==> config.mk <==
export PLATFORM = sky130hd
export DESIGN_NAME = bitmap_allocator_find_first_free
export DESIGN_NICKNAME = d
export VERILOG_FILES = /design/src/hw/rtl/bmaff_pkg.sv /design/src/hw/rtl/bmaff_ctrl.sv /design/src/hw/rtl/bmaff_dp.sv /design/src/hw/rtl/bitmap_allocator_find_first_free.sv
export SDC_FILE = /design/constraint.sdc
export NUM_CORES = 1
export LEC_CHECK = 0
export BUFFER_PORTS_ARGS = -buffer_cell sky130_fd_sc_hd__buf_2
export CAP_MARGIN = 20
export CORE_UTILIZATION = 60
export CTS_BUF_LIST = sky130_fd_sc_hd__clkbuf_4 sky130_fd_sc_hd__clkbuf_8
export CTS_CLUSTER_SIZE = 12
export DETAILED_ROUTE_END_ITERATION = 6
export GPL_TIMING_DRIVEN = 0
export MAX_ROUTING_LAYER = met4
export PLACE_DENSITY = 0.88
export SLEW_MARGIN = 20
export SYNTH_ARGS = -nofsm -noshare
export SYNTH_HDL_FRONTEND = slang
export SYNTH_SLANG_ARGS = --single-unit
==> constraint.sdc <==
create_clock -name clk -period 19.64 [get_ports clk]
set_input_delay 4.91 -clock clk [delete_from_list [all_inputs] [get_ports clk]]
set_output_delay 4.91 -clock clk [all_outputs]
set_load 0.01 [all_outputs]
==> src/hw/rtl/bmaff_pkg.sv <==
// Shared types for the bit map allocator: action codes and the command and
// status bundles between the controller and the datapath.
// No dependencies.
`timescale 1ns / 1ps

package bmaff_pkg;

  // Request actions as carried on in_action.
  typedef enum logic [2:0] {
    ACT_SET       = 3'd0,
    ACT_CLEAR     = 3'd1,
    ACT_TRY_SET   = 3'd2,
    ACT_TRY_CLEAR = 3'd3,
    ACT_TEST      = 3'd4,
    ACT_FIND      = 3'd5,
    ACT_SET_ALL   = 3'd6,
    ACT_CLEAR_ALL = 3'd7
  } action_t;

  // Commands from the controller to the datapath.
  typedef struct packed {
    logic load;   // capture a request and point at its first word
    logic fetch;  // read the word under the pointer
    logic run;    // evaluate the fetched word, write back, maybe read next
    logic clear;  // write zeros under the pointer (post-reset sweep)
  } cmd_t;

  // Status from the datapath to the controller.
  typedef struct packed {
    logic finish;    // the current request completes this cycle
    logic clr_last;  // the clearing sweep is at its last word
  } status_t;

endpackage

==> src/hw/rtl/bmaff_ctrl.sv <==
// Controller for the bit map allocator: sequences reset clearing, word
// fetch and the scan loop. Depends on bmaff_pkg.
`timescale 1ns / 1ps

module bmaff_ctrl (
  input  logic               clk,
  input  logic               rst_n,
  input  logic               start,
  input  bmaff_pkg::status_t st,
  output bmaff_pkg::cmd_t    cmd,
  output logic               busy,
  output logic               out_strobe
);

  typedef enum logic [1:0] {
    S_CLEAR,
    S_IDLE,
    S_FETCH,
    S_RUN
  } state_t;

  state_t state_r;
  logic   busy_r;
  logic   done_r;

  // Commands follow directly from the current state and, for load, from start.
  always_comb begin
    cmd.load  = (state_r == S_IDLE) && start;
    cmd.fetch = (state_r == S_FETCH);
    cmd.run   = (state_r == S_RUN);
    cmd.clear = (state_r == S_CLEAR);
  end

  // State register with busy and the result strobe as registered outputs.
  always_ff @(posedge clk) begin
    if (!rst_n) begin
      state_r <= S_CLEAR;
      busy_r  <= 1'b1;
      done_r  <= 1'b0;
    end else begin
      done_r <= 1'b0;
      unique case (state_r)
        S_CLEAR: begin
          if (st.clr_last) begin
            state_r <= S_IDLE;
            busy_r  <= 1'b0;
          end
        end
        S_IDLE: begin
          if (start) begin
            state_r <= S_FETCH;
            busy_r  <= 1'b1;
          end
        end
        S_FETCH: begin
          state_r <= S_RUN;
        end
        S_RUN: begin
          if (st.finish) begin
            state_r <= S_IDLE;
            busy_r  <= 1'b0;
            done_r  <= 1'b1;
          end
        end
        default: begin
          state_r <= S_IDLE;
          busy_r  <= 1'b0;
        end
      endcase
    end
  end

  assign busy       = busy_r;
  assign out_strobe = done_r;

endmodule

==> src/hw/rtl/bmaff_dp.sv <==
// Datapath for the bit map allocator: the mark word memory, the word
// pointer, the bit and scan logic and the result registers.
// Depends on bmaff_pkg. WORD_BITS must be a power of two.
`timescale 1ns / 1ps

module bmaff_dp #(
  parameter int MAX_BITS  = 1024,
  parameter int WORD_BITS = 32
) (
  input  logic               clk,
  input  logic               rst_n,
  input  logic [2:0]         in_action,
  input  logic [9:0]         in_bit_index,
  input  logic               cfg_we,
  input  logic [10:0]        cfg_active_bits,
  input  bmaff_pkg::cmd_t    cmd,
  output bmaff_pkg::status_t st,
  output logic               out_ok,
  output logic [9:0]         out_found_index,
  output logic               out_range_error
);

  localparam int WORD_COUNT = (MAX_BITS + WORD_BITS - 1) / WORD_BITS;
  localparam int AW         = (WORD_COUNT > 1) ? $clog2(WORD_COUNT) : 1;
  localparam int WBL        = $clog2(WORD_BITS);

  // Mark word memory, cleared by a sweep after reset.
  logic [WORD_BITS-1:0] mem [WORD_COUNT];

  logic [10:0]          active_bits_r;
  bmaff_pkg::action_t   op_r;
  logic [9:0]           idx_r;
  logic [AW-1:0]        addr_r;
  logic [AW-1:0]        waddr_r;
  logic [WORD_BITS-1:0] rdata_r;
  logic                 ok_r;
  logic [9:0]           fidx_r;
  logic                 err_r;

  logic [10:0]          size;
  logic [31:0]          base_i;
  logic [31:0]          size_i;
  logic [31:0]          diff_i;
  logic [WORD_BITS-1:0] live;
  logic [WORD_BITS-1:0] freeb;
  logic [WBL-1:0]       pos;
  logic [WORD_BITS-1:0] bit_mask;
  logic                 was;
  logic                 in_range;
  logic                 last_word;
  logic                 single_in;
  logic                 finish;
  logic                 wr_en;
  logic [WORD_BITS-1:0] wdata;
  logic                 ok_c;
  logic [9:0]           fidx_c;
  logic                 err_c;
  logic                 rd_en;
  logic                 mem_we;
  logic [AW-1:0]        mem_waddr;
  logic [WORD_BITS-1:0] mem_wdata;

  // Effective size: the configured size capped at the map capacity.
  always_comb begin
    if (32'(active_bits_r) > 32'(MAX_BITS)) begin
      size = 11'(MAX_BITS);
    end else begin
      size = active_bits_r;
    end
  end

  // Bits of the fetched word that lie below the effective size.
  always_comb begin
    base_i = 32'({waddr_r, {WBL{1'b0}}});
    size_i = 32'(size);
    diff_i = size_i - base_i;
    if (size_i <= base_i) begin
      live = '0;
    end else if (diff_i >= 32'(WORD_BITS)) begin
      live = '1;
    end else begin
      live = ~({WORD_BITS{1'b1}} << diff_i[WBL-1:0]);
    end
  end

  // Lowest free live bit of the fetched word.
  always_comb begin
    freeb = ~rdata_r & live;
    pos   = '0;
    for (int i = WORD_BITS - 1; i >= 0; i--) begin
      if (freeb[i]) begin
        pos = WBL'(i);
      end
    end
  end

  assign bit_mask  = {{(WORD_BITS-1){1'b0}}, 1'b1} << idx_r[WBL-1:0];
  assign was       = |(rdata_r & bit_mask);
  assign in_range  = {1'b0, idx_r} < size;
  assign last_word = (waddr_r == AW'(WORD_COUNT - 1));
  assign single_in = (in_action <= bmaff_pkg::ACT_TEST);

  // Evaluation of the fetched word for the current action.
  always_comb begin
    finish = 1'b1;
    wr_en  = 1'b0;
    wdata  = rdata_r;
    ok_c   = 1'b1;
    fidx_c = '0;
    err_c  = 1'b0;
    unique case (op_r)
      bmaff_pkg::ACT_SET: begin
        wr_en = in_range;
        wdata = rdata_r | bit_mask;
      end
      bmaff_pkg::ACT_CLEAR: begin
        wr_en = in_range;
        wdata = rdata_r & ~bit_mask;
      end
      bmaff_pkg::ACT_TRY_SET: begin
        wr_en = in_range;
        wdata = rdata_r | bit_mask;
        ok_c  = !was;
      end
      bmaff_pkg::ACT_TRY_CLEAR: begin
        wr_en = in_range;
        wdata = rdata_r & ~bit_mask;
        ok_c  = was;
      end
      bmaff_pkg::ACT_TEST: begin
        ok_c = was;
      end
      bmaff_pkg::ACT_FIND: begin
        finish = (|freeb) || last_word;
        wr_en  = |freeb;
        wdata  = rdata_r | ({{(WORD_BITS-1){1'b0}}, 1'b1} << pos);
        ok_c   = |freeb;
        fidx_c = (|freeb) ? 10'({waddr_r, pos}) : 10'd0;
      end
      bmaff_pkg::ACT_SET_ALL: begin
        finish = last_word;
        wr_en  = 1'b1;
        wdata  = rdata_r | live;
      end
      bmaff_pkg::ACT_CLEAR_ALL: begin
        finish = last_word;
        wr_en  = 1'b1;
        wdata  = rdata_r & ~live;
      end
      default: begin
        finish = 1'b1;
      end
    endcase
    // An out-of-range single-bit action changes nothing and flags an error.
    if ((op_r <= bmaff_pkg::ACT_TEST) && !in_range) begin
      ok_c  = 1'b0;
      err_c = 1'b1;
    end
  end

  assign st.finish   = finish;
  assign st.clr_last = (addr_r == AW'(WORD_COUNT - 1));

  assign rd_en     = cmd.fetch || (cmd.run && !finish);
  assign mem_we    = cmd.clear || (cmd.run && wr_en);
  assign mem_waddr = cmd.clear ? addr_r : waddr_r;
  assign mem_wdata = cmd.clear ? '0 : wdata;

  // Configuration register and word pointer.
  always_ff @(posedge clk) begin
    if (!rst_n) begin
      active_bits_r <= 11'd1024;
      addr_r        <= '0;
    end else begin
      if (cfg_we) begin
        active_bits_r <= cfg_active_bits;
      end
      if (cmd.load) begin
        addr_r <= single_in ? AW'(in_bit_index >> WBL) : '0;
      end else if (rd_en || cmd.clear) begin
        addr_r <= addr_r + AW'(1);
      end
    end
  end

  // Request capture.
  always_ff @(posedge clk) begin
    if (cmd.load) begin
      op_r  <= bmaff_pkg::action_t'(in_action);
      idx_r <= in_bit_index;
    end
  end

  // Memory write port and registered read port.
  always_ff @(posedge clk) begin
    if (mem_we) begin
      mem[mem_waddr] <= mem_wdata;
    end
    if (rd_en) begin
      rdata_r <= mem[addr_r];
      waddr_r <= addr_r;
    end
  end

  // Result registers, loaded as the request completes.
  always_ff @(posedge clk) begin
    if (cmd.run && finish) begin
      ok_r   <= ok_c;
      fidx_r <= fidx_c;
      err_r  <= err_c;
    end
  end

  assign out_ok          = ok_r;
  assign out_found_index = fidx_r;
  assign out_range_error = err_r;

endmodule

==> src/hw/rtl/bitmap_allocator_find_first_free.sv <==
// Bit map allocator with find-first-free claim, top level.
// Depends on bmaff_pkg, bmaff_ctrl and bmaff_dp.
//
// Usage: a request (in_action, in_bit_index) transfers at a rising edge
// where start is high and busy is low. Each request gives one result on
// out_ok, out_found_index and out_range_error, valid for exactly the one
// cycle in which out_strobe is high; the receiver cannot stall it.
// Sequence: the word is fetched in the cycle after the transfer and
// evaluated in the next; for a single-bit action the result registers and
// out_strobe are loaded as that evaluation ends. Find and claim and the
// whole-map actions evaluate one word per cycle from word 0; find stops
// at the first word holding a free bit below the effective size, or at
// the last word. The memory's single read port sets this scan rate.
// busy drops in the strobe cycle, so the next request may transfer then.
// The size register is written through cfg_we / cfg_active_bits; the
// user must do so only while idle, as the block does not enforce it.
// After reset the memory is cleared by a sweep over every word with busy
// high.
`timescale 1ns / 1ps

module bitmap_allocator_find_first_free #(
  parameter int MAX_BITS  = 1024,
  parameter int WORD_BITS = 32
) (
  input  logic        clk,
  input  logic        rst_n,
  input  logic        start,
  output logic        busy,
  input  logic [2:0]  in_action,
  input  logic [9:0]  in_bit_index,
  input  logic        cfg_we,
  input  logic [10:0] cfg_active_bits,
  output logic        out_strobe,
  output logic        out_ok,
  output logic [9:0]  out_found_index,
  output logic        out_range_error
);

  bmaff_pkg::cmd_t    cmd;
  bmaff_pkg::status_t st;

  bmaff_ctrl u_ctrl (
    .clk        (clk),
    .rst_n      (rst_n),
    .start      (start),
    .st         (st),
    .cmd        (cmd),
    .busy       (busy),
    .out_strobe (out_strobe)
  );

  bmaff_dp #(
    .MAX_BITS  (MAX_BITS),
    .WORD_BITS (WORD_BITS)
  ) u_dp (
    .clk             (clk),
    .rst_n           (rst_n),
    .in_action       (in_action),
    .in_bit_index    (in_bit_index),
    .cfg_we          (cfg_we),
    .cfg_active_bits (cfg_active_bits),
    .cmd             (cmd),
    .st              (st),
    .out_ok          (out_ok),
    .out_found_index (out_found_index),
    .out_range_error (out_range_error)
  );

  // A result only follows a cycle of work.
  assert property (@(posedge clk) disable iff (!rst_n)
    out_strobe |-> $past(busy))
    else $error("result strobe without preceding busy cycle");

  // An accepted request keeps the block busy in the next cycle.
  assert property (@(posedge clk) disable iff (!rst_n)
    (start && !busy) |=> (busy && !out_strobe))
    else $error("request transfer not followed by busy");

  // A range error never reports success or a claimed index.
  assert property (@(posedge clk) disable iff (!rst_n)
    (out_strobe && out_range_error) |-> (!out_ok && out_found_index == 10'd0))
    else $error("range error with ok or found index set");

endmodule
After elaboration in Yosys (flattened, before gate mapping). Memories as Yosys holds them, arrays and structs flattened. A register that Yosys moved wholly into a read port is not among the register bits. Index checks and enable logic that the tools add are counted.

Register bits after elaboration: 50. RAM bits: 1024. Input port bits: 28. Output and inout port bits: 14. Logic and storage cells: 132. Memories: 1.

$add $sub $neg: 2. Magnitude comparators: 6. Eq/ne operators: 15. Shift operators: 3. Mux-type cells: 56. Bitwise operators: 11. Reduce and logical (&&, ||, !) cells: 27.

Memory list: u_dp.mem (words 32, bits a word 32, read ports 1, clocked after memory_dff 1, wr ports 1, line bmaff_dp.sv:28) `logic [WORD_BITS-1:0] mem [WORD_COUNT];`.

Operators with widths (count): $mux W5 (36); $pmux W32 S5 (1); $and A32 B32 Y32 (4); $not A32 Y32 (4); $mux W32 (3); $or A32 B32 Y32 (3); $reduce_or A32 Y1 (2); $shl A1 B5 Y32 const A (2); $ge A32 B6 Y1 const B (1); $shl A32 B5 Y32 const A (1); $eq A3 B3 Y1 const B (4); $sub A11 B10 Y12 (1); $gt A11 B11 Y1 const B (1); $le A11 B10 Y1 (1); $lt A10 B11 Y1 (1); $mux W11 (1); $eq A5 B5 Y1 const B (2); $pmux W1 S3 (3); $pmux W2 S4 (1); $reduce_or A2 Y1 (4); $mux W1 (7); $eq A3 B2 Y1 const B (2); $le A3 B3 Y1 const B (2); $mux W2 (3); other kinds (17) (30).

Longest topological paths before layout.
Word-level depth: 44. Gate-level depth with buffers: 21. Mapped depth without buffers: 15.

Modules after synthesis. A second synthesis with hierarchy kept.

Cells, all modules: 2377. Area, all modules: 46098.0 um^2.

Modules (own cells, without submodules): bmaff_dp (instances 1, cells each 2348, area each 45811.4 um^2, sequential area each 32931.6 um^2); bmaff_ctrl (instances 1, cells each 29, area each 286.5 um^2, sequential area each 80.1 um^2).

Worst setup path before layout. No wires, ideal clock.

Path kind: reg2reg. From: reg u_dp.active_bits_r[10]. To: mem u_dp.mem[0][15], data pin. Library setup time: 0.540 ns. Data arrival time: 5.841 ns. Data required time: 19.100 ns. Setup slack: 13.259 ns. Cell stages (with the launch flop): 21. Path buffers: 6. Period minus slack after synthesis: 6.381 ns. Cell sequence: dfxtp_1 -> buf_2 -> clkbuf_1 -> nand2b_1 -> ha_1 -> inv_1 -> fa_1 -> xor2_1 -> a21oi_1 -> o2111a_1 -> and4_1 -> buf_6 -> buf_6 -> buf_2 -> a21o_1 -> o21ai_0 -> or4b_1 -> o211ai_2 -> buf_2 -> a41oi_1 -> nor4_1.

Longest elaborated chain between the ends: 44. Elaborated cells on any way between the ends: 49. Those cells by class: add/sub: 1; order compare: 3; shift: 2; mux: 37; bitwise: 6.

Ends and longest elaborated chain: from (decl) (line bmaff_dp.sv:30) `logic [10:0] active_bits_r;`; from (signal assigned) (line bmaff_dp.sv:176) `active_bits_r <= cfg_active_bits;`; $gt A11 B11 Y1 (line bmaff_dp.sv:65) `if (32'(active_bits_r) > 32'(MAX_BITS)) begin`; $mux W11 * (line bmaff_dp.sv:65); branches (longest 4 deep; another with $ge A32 B6 Y1); $mux W32 * (line bmaff_dp.sv:77) `if (size_i <= base_i) begin`; $and A32 B32 Y32 (line bmaff_dp.sv:88) `freeb = ~rdata_r & live;`; $mux W5 (32 in a row) (line bmaff_dp.sv:91) `if (freeb[i]) begin`; $shl A1 B5 Y32 (line bmaff_dp.sv:136) `wdata = rdata_r | ({{(WORD_BITS-1){1'b0}}, 1'b1} << pos);`; $or A32 B32 Y32 (line bmaff_dp.sv:136); $pmux W32 S5 * (line bmaff_dp.sv:111) `unique case (op_r)`; $mux W32 * (line bmaff_dp.sv:167) `assign mem_wdata = cmd.clear ? '0 : wdata;`; named net u_dp.mem_wdata[15] (line bmaff_dp.sv:61) `logic [WORD_BITS-1:0] mem_wdata;`; to (decl) (line bmaff_dp.sv:28).

Mark *: on every way through the listed nets, which the timed path passes.

Worst setup path after layout.
From: reg u_dp.active_bits_r[10]. To: mem u_dp.mem[3][16], enable pin.

Longest elaborated chain between the ends: 14. Elaborated cells on any way between the ends: 17. Those cells by class: add/sub: 1; order compare: 4; shift: 1; mux: 6; bitwise: 2; reduce/logical: 3.

Ends and longest elaborated chain: $gt A11 B11 Y1 (line bmaff_dp.sv:65); $mux W11 * (line bmaff_dp.sv:65); branches (longest 7 deep; another with $ge A32 B6 Y1); $pmux W1 S3 * (line bmaff_dp.sv:111); $logic_and A1 B1 Y1 * (line bmaff_dp.sv:165) `assign mem_we = cmd.clear || (cmd.run && wr_en);`; $logic_or A1 B1 Y1 * (line bmaff_dp.sv:165); $mux W1 * (line bmaff_dp.sv:196) `if (mem_we) begin`; $mux W1 (not written as such) * (line bmaff_dp.sv:197) `mem[mem_waddr] <= mem_wdata;`.

Mark *: on every way between the ends.

==> reports/results.ini <==
[critical_path]
crit_buf_inv = 6
startpoint_type = register
rrSetupSlack_ns = 11.90
critPathRequiredTime_ns = 20.26
worstPathCellList = buf_2, clkbuf_1, nand2b_1, ha_1, inv_1, fa_1, xor2_1, a21oi_1, o2111a_1, nand4_1, buf_2, o21ai_0, o22a_1, o211ai_2, o41ai_4, a2111oi_4, a32oi_4, nor2_4, buf_16, buf_16
r2r-start = u_dp.active_bits_r[10]
reg2regPathDepth = 20
critPathTopFamily = compound AO/OA/AOI/OAI gates
timing.rr.end = u_dp.mem[3][16]
crit_arrival_ns = 8.36
end_kind = register
critPathSlowestCell = o21ai_0
worstPathMaxFanout = 13
crit_type = register to register
cp_slowest_stage_delay_ns = 0.88

[timing]
max_freq_ghz = 0.129
slew_viol_final = 0
finalSetupViolCount = 0
setup_ws_ns = 11.90
finalHoldViolCount = 0
finalCritPeriodShare = 0.394
relSlewSlack = 0.144
worst_slew_pin_slew_ns = 1.28
clock_skew_ns = 0.0495
fin_tns_setup_ns = 0
rsz0062_at_grt = no
period_needed_ns = 7.74

[clock_tree]
htree_levels = 4
clock_path_buffers = 3
cts_buffers = 167
clkTransAtPathRegs_ns = 0.07
root_buffer = clkbuf_8
clock-sinks = 1106
cts-hold-fix-buffers = 0
tritoncts = built
cts_resized = 0
cts_setup_buffers = 0
clk_latency_ns = 0.89

[placement]
gp_congestion = 1.07
hpwl_um = 103000
portBuffers = 40
dpl-instance-area_um2 = 49800
dp_cells = 3576
dp_slack_ns = 12.21

[routing]
vias = 28600
antenna_left = 0
wl_per_cell_um = 38.5
firstDrtPassIters = 7
drt-initial-drc-count = 4737
vias_per_cell = 7.38
wl_um = 149000
drcViolationCount = 1

[grt]
grt_overflow_total = 0
grt_pass1_vias = 28900
grt_pass1_wl_um = 210000
grt_usage = 0.403
antenna_found_initial = 8
grt_max_degree = 38

[hold_path]
hold_path_depth = 0
hold_path_class = register to register
hp-start = u_dp.addr_r[3]
hold_end = u_dp.waddr_r[3]

[yosys]
yosysTopAreaCell = edfxtp_1
synthTopCellsByArea = edfxtp_1 70%, mux4_2 16%, nor2_1 1.0%
synth_area_um2 = 46300
syn_avg_cell_area_um2 = 19.0
ys_seq_area_frac = 0.713
synthCells = 2431
ys_seq_elements = 1106
synth_cell_type_count = 98
async_reset_ff_frac = 0
synth_nets = 2482
yosysWarnings = 0
synth_edf_count = 1086
synth_top_area_share = 0.705
synth_ff_type = edfxtp_1

[finish]
final_layout_size_suffix_gt1_frac = 0.304
mostFrequentLayoutCells = 1086 x edfxtp_1, 320 x mux4_2, 169 x clkbuf_8, 96 x nand2_1, 96 x nor2_1
multi_input_area_um2 = 13100
seq_area_um2 = 33000
final_common_cell = edfxtp_1
fill_cells = 4374
final_cells = 3877
synthToLayoutAreaGrowth_pct = 14.8
nets = 2767
final_cell_area_um2 = 53100

[pwr]
p_sw_mw = 2.40
total_power_mw = 7.26
clkPwrFrac = 0.260
power.density_nw_per_um2 = 137
p_sw_frac = 0.330
power_frac_seq = 0.430
peakVddDrop_mv = 0.0968
pwr-share-comb = 0.311
p_leak_nw = 16.9
internal_power_mw = 4.86

[die]
core_area_um2 = 76100
start_util = 0.608
die_w_um = 280
dieArea_um2 = 78300
rows = 101
fp.dieH_um = 280
pin_count = 42

[status]
violations = DRC
status = finished, violations left

[job]
max_cap_viol_count = 0

per-stage QoR:
stage	hold WS [ns]	utilization
final	0.468	0.698
after global routing	0.470	0.698
after floorplan	0.406	-
after CTS	0.453	0.698
after global placement	0.433	0.628
after detailed placement	0.442	0.654
state kept, by name, indices dropped and copies added (netlist names):
signal	count
u_dp.mem	1024
u_dp.rdata_r	32
u_dp.active_bits_r	11
u_dp.idx_r	10
u_dp.out_found_index	10
u_dp.addr_r	5
u_dp.waddr_r	5
u_dp.op_r	3
u_ctrl.state_r	2
u_ctrl.busy	1
u_ctrl.out_strobe	1
u_dp.out_ok	1
u_dp.out_range_error	1
power by group through the flow:
stage               registers (mW)  logic, mW  clock network, mW
floorplan                     3.13       1.27                  0
global placement              3.17       1.85                  0
detailed placement            3.16       2.19                  0
CTS                           3.11       2.20               1.89
global route                  3.13       2.31               1.98
finish                        3.12       2.26               1.89
area by class of cell:
type	instances	area share
Antenna cell	7	0.000330
Buffer	148	0.0118
Multi-Input combinational cell	1145	0.247
Inverter	32	0.00226
Clock inverter	64	0.00947
Sequential cell	1106	0.622
Clock buffer	229	0.0523
Timing Repair Buffer	116	0.0314
Tap cell	1030	0.0243
routing by layer:
| metal | wire, um | global-route usage | vias to the layer above |
|---|---|---|---|
| met5 | 0 | - | - |
| met4 | 10300 | 0.235 | 0 |
| met3 | 19400 | 0.114 | 706 |
| met2 | 70400 | 0.608 | 2740 |
| met1 | 49100 | 0.490 | 14400 |
| li1 | - | - | 10800 |
worst max path at each step:
| stage | slack (ns) | cells past startpoint | start | end |
|---|---|---|---|---|
| floorplan | 13.26 | 20 | u_dp.active_bits_r[10] | u_dp.mem[0][15] |
| global placement | 9.72 | 16 | u_dp.active_bits_r[10] | u_dp.mem[16][15] |
| detailed placement | 12.21 | 20 | u_dp.active_bits_r[10] | u_dp.mem[3][13] |
| CTS | 12.18 | 20 | u_dp.active_bits_r[10] | u_dp.mem[2][20] |
| global route | 11.77 | 20 | u_dp.active_bits_r[10] | u_dp.mem[2][16] |
| finish | 11.90 | 20 | u_dp.active_bits_r[10] | u_dp.mem[3][16] |
worst register-to-register path: cells and delay by family, from the launching register on:
kind	cells	cell delay [ns]
AO/OA/AOI/OAI	8	3.83
buffers and inverters	6	1.56
AND/OR/NAND/NOR	3	0.81
adder cells (fa/ha/maj)	2	0.65
flip-flops	1	0.44
XOR/XNOR	1	0.19
cells in the mapped netlist (27+ instances only):
cell      count
nand3_1      27
inv_1        31
o21ai_0      66
edfxtp_1   1086
o31ai_1      28
buf_1        37
mux4_2      320
nor2_1      129
mux2_2       33
clkbuf_1     97
a21oi_1      94
nand2_1      96
cells by family after synthesis:
| family | Yosys count | share of synthesized area |
|---|---|---|
| flops | 1106 | 0.713 |
| compound gates | 376 | 0.0580 |
| simple gates | 373 | 0.0388 |
| mux | 369 | 0.167 |
| buf+inv | 180 | 0.0156 |
| fa+ha+maj | 24 | 0.00660 |
| xor+xnor | 3 | 0.000568 |
No activity file was read; power rests on OpenSTA's default activity.
